===== config.mk =====
export PLATFORM = sky130hd
export DESIGN_NAME = misaligned_access_emulator
export DESIGN_NICKNAME = d
export VERILOG_FILES = /design/src/rtl/mae_pkg.sv /design/src/rtl/mae_datapath.sv /design/src/rtl/mae_ctrl.sv /design/src/rtl/misaligned_access_emulator.sv
export SDC_FILE = /design/constraint.sdc
export NUM_CORES = 1
export LEC_CHECK = 0
export ABC_AREA = 1
export ABC_CLOCK_PERIOD_IN_PS = 5300
export BUFFER_PORTS_ARGS = -buffer_cell sky130_fd_sc_hd__clkbuf_2
export CORE_UTILIZATION = 31
export CTS_CLUSTER_SIZE = 16
export DETAILED_ROUTE_END_ITERATION = 7
export PLACE_DENSITY = 0.51
export SLEW_MARGIN = 40
export SYNTH_ARGS = -nofsm -noshare
export SYNTH_HDL_FRONTEND = slang
export SYNTH_HIERARCHICAL = 1
export SYNTH_SLANG_ARGS = --single-unit
export TNS_END_PERCENT = 20

===== constraint.sdc =====
create_clock -name clk -period 5.3 [get_ports clk]
set_input_delay 1.06 -clock clk [delete_from_list [all_inputs] [get_ports clk]]
set_output_delay 1.06 -clock clk [all_outputs]
set_load 0.01 [all_outputs]

===== src/rtl/mae_pkg.sv =====
// Package for the misaligned access emulator: word types, codes, decode table.
// No dependencies.
`default_nettype none
package mae_pkg;

    localparam int MaxAccessBytes = 8;

    typedef enum logic [1:0] {
        OP_TRAP  = 2'd0,
        OP_BYTE  = 2'd1,
        OP_REGV  = 2'd2,
        OP_NONE  = 2'd3
    } op_t;

    typedef enum logic [2:0] {
        K_READ   = 3'd0,
        K_WRITE  = 3'd1,
        K_RREAD  = 3'd2,
        K_RWRITE = 3'd3,
        K_DONE   = 3'd4,
        K_REDIR  = 3'd5
    } kind_t;

    typedef enum logic [2:0] {
        ST_IDLE,
        ST_LREQ,
        ST_LWAIT,
        ST_LWR,
        ST_SWAIT,
        ST_SWR,
        ST_DONE,
        ST_ONE
    } state_t;

    typedef enum logic [1:0] {
        CFG_XLEN = 2'd0,
        CFG_FP   = 2'd1
    } cfg_idx_t;

    typedef struct packed {
        logic [1:0]  op;
        logic [31:0] instruction_word;
        logic [63:0] fault_address;
        logic [7:0]  data_byte;
        logic [63:0] register_value;
    } in_word_t;

    typedef struct packed {
        logic [2:0]  kind;
        logic [63:0] mem_address;
        logic [7:0]  mem_byte;
        logic [4:0]  reg_index;
        logic        reg_is_fp;
        logic [63:0] reg_value;
        logic [2:0]  pc_advance;
        logic        last;
    } out_word_t;

    typedef struct packed {
        logic       hit;
        logic       load;
        logic       fp;
        logic       sign;
        logic [3:0] width;
        logic [4:0] reg_num;
        logic [2:0] size;
    } dec_t;

    // controller -> datapath
    typedef struct packed {
        logic start;
        logic collect;
        logic take_val;
        logic step;
    } cmd_t;

    // datapath -> controller
    typedef struct packed {
        logic       bytes_full;
        logic       idx_last;
    } stat_t;

    function automatic dec_t decode(logic [31:0] insn, logic x64, logic [1:0] fps);
        dec_t       d;
        logic [31:0] w;
        logic [2:0] f3;
        logic [6:0] opc;
        logic       fp_ok;
        d = '0;
        opc = '0;
        if (insn[1:0] != 2'b11) begin
            w = {16'd0, insn[15:0]};
            d.size = 3'd2;
            f3 = w[15:13];
            d.hit = 1'b1;
            unique case ({w[1:0], f3})
                {2'b00, 3'd1}: begin d.fp = 1'b1; d.load = 1'b1; d.width = 4'd8; end
                {2'b00, 3'd2}: begin d.load = 1'b1; d.width = 4'd4; d.sign = 1'b1; end
                {2'b00, 3'd3}: begin
                    if (x64) begin d.load = 1'b1; d.width = 4'd8; d.sign = 1'b1; end
                    else begin d.fp = 1'b1; d.load = 1'b1; d.width = 4'd4; end
                end
                {2'b00, 3'd5}: begin d.fp = 1'b1; d.width = 4'd8; end
                {2'b00, 3'd6}: d.width = 4'd4;
                {2'b00, 3'd7}: begin
                    d.width = x64 ? 4'd8 : 4'd4;
                    d.fp = !x64;
                end
                {2'b10, 3'd1}: begin d.fp = 1'b1; d.load = 1'b1; d.width = 4'd8; end
                {2'b10, 3'd2}: begin d.load = 1'b1; d.width = 4'd4; d.sign = 1'b1; end
                {2'b10, 3'd3}: begin
                    if (x64) begin d.load = 1'b1; d.width = 4'd8; d.sign = 1'b1; end
                    else begin d.fp = 1'b1; d.load = 1'b1; d.width = 4'd4; end
                end
                {2'b10, 3'd5}: begin d.fp = 1'b1; d.width = 4'd8; end
                {2'b10, 3'd6}: d.width = 4'd4;
                {2'b10, 3'd7}: begin
                    d.width = x64 ? 4'd8 : 4'd4;
                    d.fp = !x64;
                end
                default: d.hit = 1'b0;
            endcase
            if (w[1:0] == 2'b00)
                d.reg_num = {2'b01, w[4:2]};
            else if (d.load)
                d.reg_num = w[11:7];
            else
                d.reg_num = w[6:2];
        end else begin
            w = insn;
            d.size = 3'd4;
            f3 = w[14:12];
            opc = w[6:0];
            d.hit = 1'b1;
            unique case ({opc, f3})
                {7'h03, 3'd0}: begin d.load = 1'b1; d.width = 4'd1; d.sign = 1'b1; end
                {7'h03, 3'd1}: begin d.load = 1'b1; d.width = 4'd2; d.sign = 1'b1; end
                {7'h03, 3'd2}: begin d.load = 1'b1; d.width = 4'd4; d.sign = 1'b1; end
                {7'h03, 3'd3}: begin
                    d.load = 1'b1; d.width = 4'd8; d.sign = 1'b1; d.hit = x64;
                end
                {7'h03, 3'd4}: begin d.load = 1'b1; d.width = 4'd1; end
                {7'h03, 3'd5}: begin d.load = 1'b1; d.width = 4'd2; end
                {7'h03, 3'd6}: begin d.load = 1'b1; d.width = 4'd4; d.hit = x64; end
                {7'h23, 3'd0}: d.width = 4'd1;
                {7'h23, 3'd1}: d.width = 4'd2;
                {7'h23, 3'd2}: d.width = 4'd4;
                {7'h23, 3'd3}: begin d.width = 4'd8; d.hit = x64; end
                {7'h07, 3'd2}: begin d.fp = 1'b1; d.load = 1'b1; d.width = 4'd4; end
                {7'h07, 3'd3}: begin d.fp = 1'b1; d.load = 1'b1; d.width = 4'd8; end
                {7'h27, 3'd2}: begin d.fp = 1'b1; d.width = 4'd4; end
                {7'h27, 3'd3}: begin d.fp = 1'b1; d.width = 4'd8; end
                default: d.hit = 1'b0;
            endcase
            d.reg_num = d.load ? w[11:7] : w[24:20];
            if (insn[4:2] == 3'd7)
                d.hit = 1'b0;
        end
        fp_ok = (d.width == 4'd4 && fps != 2'd0) || (d.width == 4'd8 && fps[1]);
        if (d.fp && !fp_ok)
            d.hit = 1'b0;
        if (d.width > 4'(MaxAccessBytes))
            d.hit = 1'b0;
        return d;
    endfunction

endpackage
`default_nettype wire


===== src/rtl/mae_datapath.sv =====
// Datapath: access registers, byte collection, sign extension, result word build.
// Depends on mae_pkg.
`default_nettype none
module mae_datapath (
    input  wire logic              clk,
    input  wire logic              rst_n,
    input  wire mae_pkg::in_word_t in_w,
    input  wire logic              xlen_is_64,
    input  wire logic [1:0]        fp_support,
    input  wire mae_pkg::cmd_t     cmd,
    input  wire mae_pkg::state_t   st,
    output mae_pkg::stat_t         stat,
    output mae_pkg::dec_t          dec,
    output mae_pkg::out_word_t     res
);
    logic [3:0]  width_reg;
    logic [4:0]  reg_num_reg;
    logic        fp_reg, sign_reg;
    logic [63:0] buf_reg, buf_next;
    logic [3:0]  cnt_reg;
    logic [2:0]  size_reg;
    logic [63:0] base_reg;
    logic [3:0]  idx_reg;
    logic [63:0] lval, sval;
    logic        sbit;

    assign dec = mae_pkg::decode(in_w.instruction_word, xlen_is_64, fp_support);

    always_comb
    begin
        buf_next = buf_reg;
        buf_next[{cnt_reg[2:0], 3'b000} +: 8] = in_w.data_byte;
    end

    always_ff @(posedge clk or negedge rst_n)
    begin
        if (!rst_n)
        begin
            cnt_reg <= '0;
            idx_reg <= '0;
        end
        else
        begin
            if (cmd.start)
            begin
                cnt_reg <= '0;
                idx_reg <= '0;
            end
            else
            begin
                if (cmd.collect && cnt_reg < width_reg)
                    cnt_reg <= cnt_reg + 4'd1;
                if (cmd.step)
                    idx_reg <= idx_reg + 4'd1;
            end
        end
    end

    always_ff @(posedge clk)
    begin
        if (cmd.start)
        begin
            width_reg   <= dec.width;
            reg_num_reg <= dec.reg_num;
            fp_reg      <= dec.fp;
            sign_reg    <= dec.sign;
            size_reg    <= dec.size;
            base_reg    <= in_w.fault_address;
            buf_reg     <= '0;
        end
        else if (cmd.collect && cnt_reg < width_reg)
            buf_reg <= buf_next;
        else if (cmd.take_val)
            buf_reg <= (!fp_reg && !xlen_is_64) ? {32'd0, in_w.register_value[31:0]}
                                                 : in_w.register_value;
    end

    always_comb
    begin
        sbit = buf_reg[{width_reg[2:0] - 3'd1, 3'b111}];
        lval = buf_reg;
        if (sign_reg && !width_reg[3] && sbit)
            lval = buf_reg | (~64'd0 << {width_reg[2:0], 3'b000});
        if (!fp_reg && !xlen_is_64)
            lval[63:32] = '0;
        sval = buf_reg >> {idx_reg[2:0], 3'b000};
    end

    assign stat.bytes_full = (cnt_reg + 4'd1 >= width_reg);
    assign stat.idx_last   = (idx_reg + 4'd1 == width_reg);

    always_comb
    begin
        res = '0;
        unique case (st)
            mae_pkg::ST_LREQ:
            begin
                res.kind        = mae_pkg::K_READ;
                res.mem_address = base_reg + {60'd0, idx_reg};
                res.last        = stat.idx_last;
            end
            mae_pkg::ST_LWR:
            begin
                res.kind      = mae_pkg::K_RWRITE;
                res.reg_index = reg_num_reg;
                res.reg_is_fp = fp_reg;
                res.reg_value = lval;
            end
            mae_pkg::ST_SWR:
            begin
                res.kind        = mae_pkg::K_WRITE;
                res.mem_address = base_reg + {60'd0, idx_reg};
                res.mem_byte    = sval[7:0];
            end
            mae_pkg::ST_DONE:
            begin
                res.kind       = mae_pkg::K_DONE;
                res.pc_advance = size_reg;
                res.last       = 1'b1;
            end
            mae_pkg::ST_ONE:
            begin
                res.kind      = mae_pkg::K_RREAD;
                res.reg_index = reg_num_reg;
                res.reg_is_fp = fp_reg;
                res.last      = 1'b1;
            end
            default: res = '0;
        endcase
    end
endmodule
`default_nettype wire


===== src/rtl/mae_ctrl.sv =====
// Controller state machine: sequences request, collect and write words.
// Depends on mae_pkg.
`default_nettype none
module mae_ctrl (
    input  wire logic              clk,
    input  wire logic              rst_n,
    input  wire logic              in_valid,
    output logic                   in_ready,
    input  wire logic [1:0]        op,
    input  wire mae_pkg::dec_t     dec,
    input  wire mae_pkg::stat_t    stat,
    output mae_pkg::cmd_t          cmd,
    output mae_pkg::state_t        st,
    output logic                   redir,
    output logic                   out_valid,
    input  wire logic              out_ready
);
    mae_pkg::state_t state_reg, state_next;
    logic redir_reg, redir_next;
    logic acc, fire;

    assign st    = state_reg;
    assign redir = redir_reg;
    assign acc   = in_valid && in_ready;
    assign fire  = out_valid && out_ready;

    always_ff @(posedge clk or negedge rst_n)
    begin
        if (!rst_n)
        begin
            state_reg <= mae_pkg::ST_IDLE;
            redir_reg <= 1'b0;
        end
        else
        begin
            state_reg <= state_next;
            redir_reg <= redir_next;
        end
    end

    always_comb
    begin
        state_next = state_reg;
        redir_next = redir_reg;
        cmd        = '0;
        in_ready   = 1'b0;
        out_valid  = 1'b0;
        unique case (state_reg)
            mae_pkg::ST_IDLE:
            begin
                in_ready  = 1'b1;
                if (acc && op == mae_pkg::OP_TRAP)
                begin
                    cmd.start = dec.hit;
                    redir_next = !dec.hit;
                    if (!dec.hit)
                        state_next = mae_pkg::ST_ONE;
                    else if (dec.load)
                        state_next = mae_pkg::ST_LREQ;
                    else
                        state_next = mae_pkg::ST_ONE;
                end
            end
            mae_pkg::ST_LREQ:
            begin
                out_valid = 1'b1;
                if (fire)
                begin
                    cmd.step = 1'b1;
                    if (stat.idx_last)
                        state_next = mae_pkg::ST_LWAIT;
                end
            end
            mae_pkg::ST_LWAIT:
            begin
                in_ready = 1'b1;
                if (acc && op == mae_pkg::OP_TRAP)
                begin
                    cmd.start  = dec.hit;
                    redir_next = !dec.hit;
                    state_next = (dec.hit && dec.load) ? mae_pkg::ST_LREQ : mae_pkg::ST_ONE;
                end
                else if (acc && op == mae_pkg::OP_BYTE)
                begin
                    cmd.collect = 1'b1;
                    if (stat.bytes_full)
                        state_next = mae_pkg::ST_LWR;
                end
            end
            mae_pkg::ST_LWR:
            begin
                out_valid = 1'b1;
                if (fire)
                    state_next = mae_pkg::ST_DONE;
            end
            mae_pkg::ST_SWAIT:
            begin
                in_ready = 1'b1;
                if (acc && op == mae_pkg::OP_TRAP)
                begin
                    cmd.start  = dec.hit;
                    redir_next = !dec.hit;
                    state_next = (dec.hit && dec.load) ? mae_pkg::ST_LREQ : mae_pkg::ST_ONE;
                end
                else if (acc && op == mae_pkg::OP_REGV)
                begin
                    cmd.take_val = 1'b1;
                    state_next   = mae_pkg::ST_SWR;
                end
            end
            mae_pkg::ST_SWR:
            begin
                out_valid = 1'b1;
                if (fire)
                begin
                    cmd.step = 1'b1;
                    if (stat.idx_last)
                        state_next = mae_pkg::ST_DONE;
                end
            end
            mae_pkg::ST_DONE:
            begin
                out_valid = 1'b1;
                if (fire)
                    state_next = mae_pkg::ST_IDLE;
            end
            mae_pkg::ST_ONE:
            begin
                out_valid = 1'b1;
                if (fire)
                begin
                    state_next = redir_reg ? mae_pkg::ST_IDLE : mae_pkg::ST_SWAIT;
                    redir_next = 1'b0;
                end
            end
            default: state_next = mae_pkg::ST_IDLE;
        endcase
    end

    assert property (@(posedge clk) disable iff (!rst_n)
        !(in_ready && out_valid))
        else $error("input and output handshakes overlap");
    assert property (@(posedge clk) disable iff (!rst_n)
        $onehot0({cmd.start, cmd.collect, cmd.take_val, cmd.step}))
        else $error("more than one datapath command");
    assert property (@(posedge clk) disable iff (!rst_n)
        cmd.collect |=> (state_reg == mae_pkg::ST_LWAIT || state_reg == mae_pkg::ST_LWR))
        else $error("byte collect left load wait");
endmodule
`default_nettype wire


===== src/rtl/misaligned_access_emulator.sv =====
// Top level of the misaligned access emulator: config registers, controller, datapath.
// Depends on mae_pkg, mae_ctrl, mae_datapath.
//
// channel  direction  handshake              payload
// in       input      in_valid / in_ready    mae_pkg::in_word_t
// out      output     out_valid / out_ready  mae_pkg::out_word_t
// cfg      input      cfg_valid / cfg_ready  cfg_index, cfg_data
//
// One input word at a time; results follow one per cycle while out_ready is high.
// A load of N bytes gives N read words, then after the N byte words a write-back
// and a complete; a store gives a register read, then after the value word N
// write words and a complete; a redirect is a single word.
// The sequencer state machine sets these counts. Reset clears all control state.
// Output stalls hold the sequencer; input is taken only while no word is pending.
`default_nettype none
module misaligned_access_emulator (
    input  wire logic               clk,
    input  wire logic               rst_n,
    input  wire logic               in_valid,
    output logic                    in_ready,
    input  wire mae_pkg::in_word_t  in_data,
    output logic                    out_valid,
    input  wire logic               out_ready,
    output mae_pkg::out_word_t      out_data,
    input  wire logic               cfg_valid,
    output logic                    cfg_ready,
    input  wire logic [1:0]         cfg_index,
    input  wire logic [1:0]         cfg_data
);
    logic             xlen_reg;
    logic [1:0]       fps_reg;
    mae_pkg::cmd_t    cmd;
    mae_pkg::stat_t   stat;
    mae_pkg::dec_t    dec;
    mae_pkg::state_t  st;
    mae_pkg::out_word_t res;
    logic             redir;

    assign cfg_ready = 1'b1;

    always_ff @(posedge clk or negedge rst_n)
    begin
        if (!rst_n)
        begin
            xlen_reg <= 1'b1;
            fps_reg  <= 2'd2;
        end
        else if (cfg_valid)
        begin
            if (cfg_index == mae_pkg::CFG_XLEN)
                xlen_reg <= cfg_data[0];
            else if (cfg_index == mae_pkg::CFG_FP)
                fps_reg <= cfg_data;
        end
    end

    mae_ctrl u_ctrl (
        .clk       (clk),
        .rst_n     (rst_n),
        .in_valid  (in_valid),
        .in_ready  (in_ready),
        .op        (in_data.op),
        .dec       (dec),
        .stat      (stat),
        .cmd       (cmd),
        .st        (st),
        .redir     (redir),
        .out_valid (out_valid),
        .out_ready (out_ready)
    );

    mae_datapath u_dp (
        .clk        (clk),
        .rst_n      (rst_n),
        .in_w       (in_data),
        .xlen_is_64 (xlen_reg),
        .fp_support (fps_reg),
        .cmd        (cmd),
        .st         (st),
        .stat       (stat),
        .dec        (dec),
        .res        (res)
    );

    always_comb
    begin
        out_data = res;
        if (st == mae_pkg::ST_ONE && redir)
        begin
            out_data      = '0;
            out_data.kind = mae_pkg::K_REDIR;
            out_data.last = 1'b1;
        end
    end
endmodule
`default_nettype wire


Word level (Yosys, flattened, before mapping). Index checks and enable logic that the tools add are counted.

$add $sub $neg: 5. Order comparisons: 4. Equal/unequal tests: 54. Shift-type cells: 4. Mux-type cells: 75. Bitwise logic cells: 2. Reduce and logical (&&, ||, !) cells: 55.

Operators with widths (count): $mux 64 (6); $mux 149 (1); $eq 10x5->1 const B (7); $add 64x4->64 (1); $bwmux 64 (1); $or 64x64->64 (1); $shift 8x8->64 const A (1); $shiftx 8x8->64 (1); $shl 64x6->64 const A (1); $shr 64x6->8 (1); $eq 10x9->1 const B (6); $mux 3 (18); $mux 32 (1); $eq 5x5->1 const B (6); $mux 1 (27); $pmux 3 s8 (1); $reduce_or 12->1 (2); $reduce_or 4->1 (6); $eq 10x6->1 const B (2); $mux 4 (5); $mux 16 (1); $pmux 4 s4 (1); $eq 3x3->1 const B (5); $eq 5x3->1 const B (3); 43 further kinds (94).

Flip-flop bits (word level): 157. Bits of input ports: 179. Output and inout port bits: 152. Word-level logic and storage cells: 212.

Longest topological paths before layout.
Word-level depth: 18. Gate-level depth with buffers: 21. Gate-level depth less buffers: 20.

Cells and area by module. The synthesis kept the hierarchy.

Modules (own cells, without submodules): mae_datapath (instances 1, cells each 1850, area an instance 11725.0 µm², seq. area each 3793.6 µm²); misaligned_access_emulator (instances 1, cells each 336, area an instance 1451.4 µm², seq. area each 77.6 µm²); mae_ctrl (instances 1, cells each 81, area an instance 460.4 µm², seq. area each 100.1 µm²).

Least setup slack after synthesis. OpenSTA, ideal clock, no wires.

Path kind: input-to-reg. From: input port in_data[140] (netlist name). To: register u_dp.cnt_reg[2]. Setup time: 0.131 ns. Data arrival time: 6.303 ns. Data required time: 5.169 ns. Slack: -1.134 ns. Cell stages on the path: 16. Buffers on the path: 2. Path through: inv_1 nand2_1 nor2_1 buf_2 nand2_1 o21ai_0 nand2_1 nand4_1 nand2_1 inv_1 inv_1 nor2_1 inv_1 clkbuf_1 nand2_1 o22ai_1.

RTL lines: start, declared (RTL line misaligned_access_emulator.sv:21) `input wire mae_pkg::in_word_t in_data,`; end signal, assigned (RTL line mae_datapath.sv:52) `cnt_reg <= cnt_reg + 4'd1;`; end, declared (RTL line mae_datapath.sv:20) `logic [3:0] cnt_reg;`.

==> summary.md <==
| Metric | Value |
|---|---|
| Detailed Routing Iterations Pass 1 | 5 |
| Max cap viols | 0 |
| Die X | 212 um |
| Achievable Freq | 225 MHz |
| Final worst setup slack | between 800 and 900 ps |
| Chip height | between 200 and 250 um |
| Syn Nets | 2468 |
| Critical Path Source Type | flop |
| Routed WL | 55900 um |
| CTS tree | built |
| Die area | 44800 um^2 |
| Most frequent cells in the layout | nand2_1 (477), nor2_1 (439), inv_1 (423) |
| M2 GR Usage | 41.7% |
| Post-layout min period | roughly 4400 ps |
| CP max stage cell | nand3_1 |
| Routed vias | between 15000 and 20000 |
| Crit-path cells | inv_2, ha_1, ha_1, inv_1, nand3_2, nand3_1, buf_4, nand2_1, a21oi_1, inv_1, nor2_1, clkbuf_2 |
| CTS buffer count | 17 |
| Peak VDD IR | 0.202 mV |
| Vias in the first global route | 14500 |
| Status | finished, final reports clean |
| CTS max path bufs | 2 |
| Endpoints failing hold | 0 |
| CP Capture Type | primary output |
| Cts-stage hold buffer count | 0 |
| Slew of the pin with the lowest slew margin | around 780 ps |
| # setup viols final | 0 |
| GRT Util Overall | around a quarter |
| Max Fanout on Critical Path | 17 |
| M3 GR Usage | about 3.7% |
| Htree depth | 4 |
| Num rows | 76 |
| Routed Antenna Nets | 0 |
| First-pass GRT wire length | about 84000 um |
| Final Slew Violations | 0 |
| IO buf count | ~320 |
| Hold WC Path Type | flop to flop |
| Max incr delay on CP | 550 ps |
| Initial drt markers | ~1200 |
| DR WL/cell | 17.8 um |
| Net count, final | 2733 |
| Area Growth Syn to Fin | 18.1% |
| Vias/cell | between 4 and 5 |
| Tot Pwr | approximately 6.0 mW |
| RSZ-0062 raised after global routing | no |
| CTS resizes | 0 |
| Worst-Skew Late Latency | ~470 ps |
| Clk slew on worst S/H paths | 70 ps |
| RePlAce Congestion | around 0.94 |
| Root Driver | clkbuf_16 |
| Ys Warns | 6 |
| Cell count after synthesis | approximately 2300 |
| Dpl hpwl | approximately 44000 um |
| Commonest non-fill, non-tap cell in the layout | nand2_1 |
| GR Layer Usage met1 | about a third |
| Relative slew slack | between 40% and 50% |
| Pre-CTS setup slack | about 1400 ps |
| Final worst path period share | 83.7% |
| Starting Density | between 30% and 40% |
| Fillcell total | 4885 |
| Arrival time at the worst endpoint | roughly 3400 ps |
| Antenna violations before repair | 2 |
| Fin Clk Skew | between 15 and 20 ps |
| GRT overflow | 0 |
| CTS Sinks | between 150 and 200 |
| Share of layout cells above drive strength 1 | between 15 and 20% |
| Critical path type | flop to primary output |
| Io pins | ~330 |
| Setup Fix Bufs, Post-CTS | 0 |
| Power Dens Cells | roughly 380 nW/um^2 |
| Mapped cell area | ~14000 um^2 |
| Setup TNS | 0 ps |
| Cell leakage power | between 7 and 8 nW |
| Worst path top cell family by delay | simple AND/OR/NAND/NOR gates |
| DR DRC count | 0 |
| Gr busiest metal | met2 |
| Required @ worst endpoint | 4240 ps |
| CP bufs+invs | 5 |
| Core area | 43300 um^2 |
| Pin count of the biggest net entering global routing | between 70 and 80 |
| Avg Synthesized Cell Area | around 6 um^2 |
final timing paths:
check                                       start         endpoint  slack [ps]  depth (start not counted)
worst min-delay path                   fps_reg[0]       fps_reg[0]         480                          2
worst max register to register    u_dp/cnt_reg[0]  u_dp/buf_reg[0]        2000                         11
min in group asynchronous                   rst_n       fps_reg[0]         530                          1
worst max-delay path            u_dp/width_reg[0]     out_data[25]         860                         12
worst min register to register         fps_reg[0]       fps_reg[0]         480                          2
max in group asynchronous                   rst_n  u_dp/idx_reg[1]        4440                          1
worst register-to-register path: stages, from the launching register on:
cell and delay (ps):
dfrtp_1 590, inv_2 250, ha_1 240, o21bai_1 130, nand2_1 70, nand3_2 60, buf_4 590, inv_2 260
nand2_1 560, nor2_1 80, nor2_1 240, a21oi_1 100
report_power, final:
group          internal, mW  switching (mW)  leakage (nW)
logic                 0.940            1.93          6.10
clock network         0.663           0.579         0.286
registers              1.55           0.377          1.42
stage by stage:
step / cells / hold WS (ps) / utilization [%] / cell area, um^2
detailed placement: 3097 / 470 / 35.9 / 15500
finish: 3130 / 477 / 37.2 / 16100
global route: 3129 / 494 / 37.2 / 16100
floorplan: 2266 / 434 / - / 13600
CTS: 3129 / 486 / 37.2 / 16100
global placement: 3097 / 463 / 35.9 / 15500
layout make-up:
type,count,area (um^2),share of cell area (%)
Sequential cell,156,3970,24.7
Clock inverter,12,95.1,0.591
Timing Repair Buffer,335,1730,10.8
Inverter,442,1660,10.3
Multi-Input combinational cell,1579,7430,46.1
Tap cell,585,732,4.55
Clock buffer,20,478,2.97
Antenna cell,1,2.50,0.0155
metal layers:
layer | vias up | part of all wire [%]
li1 | 7608 | -
met1 | 6976 | 44
met2 | 530 | 47
met3 | 82 | 5.8
met4 | 4 | 3.4
met5 | - | 0.047
Power figures use the tool's default switching activity.
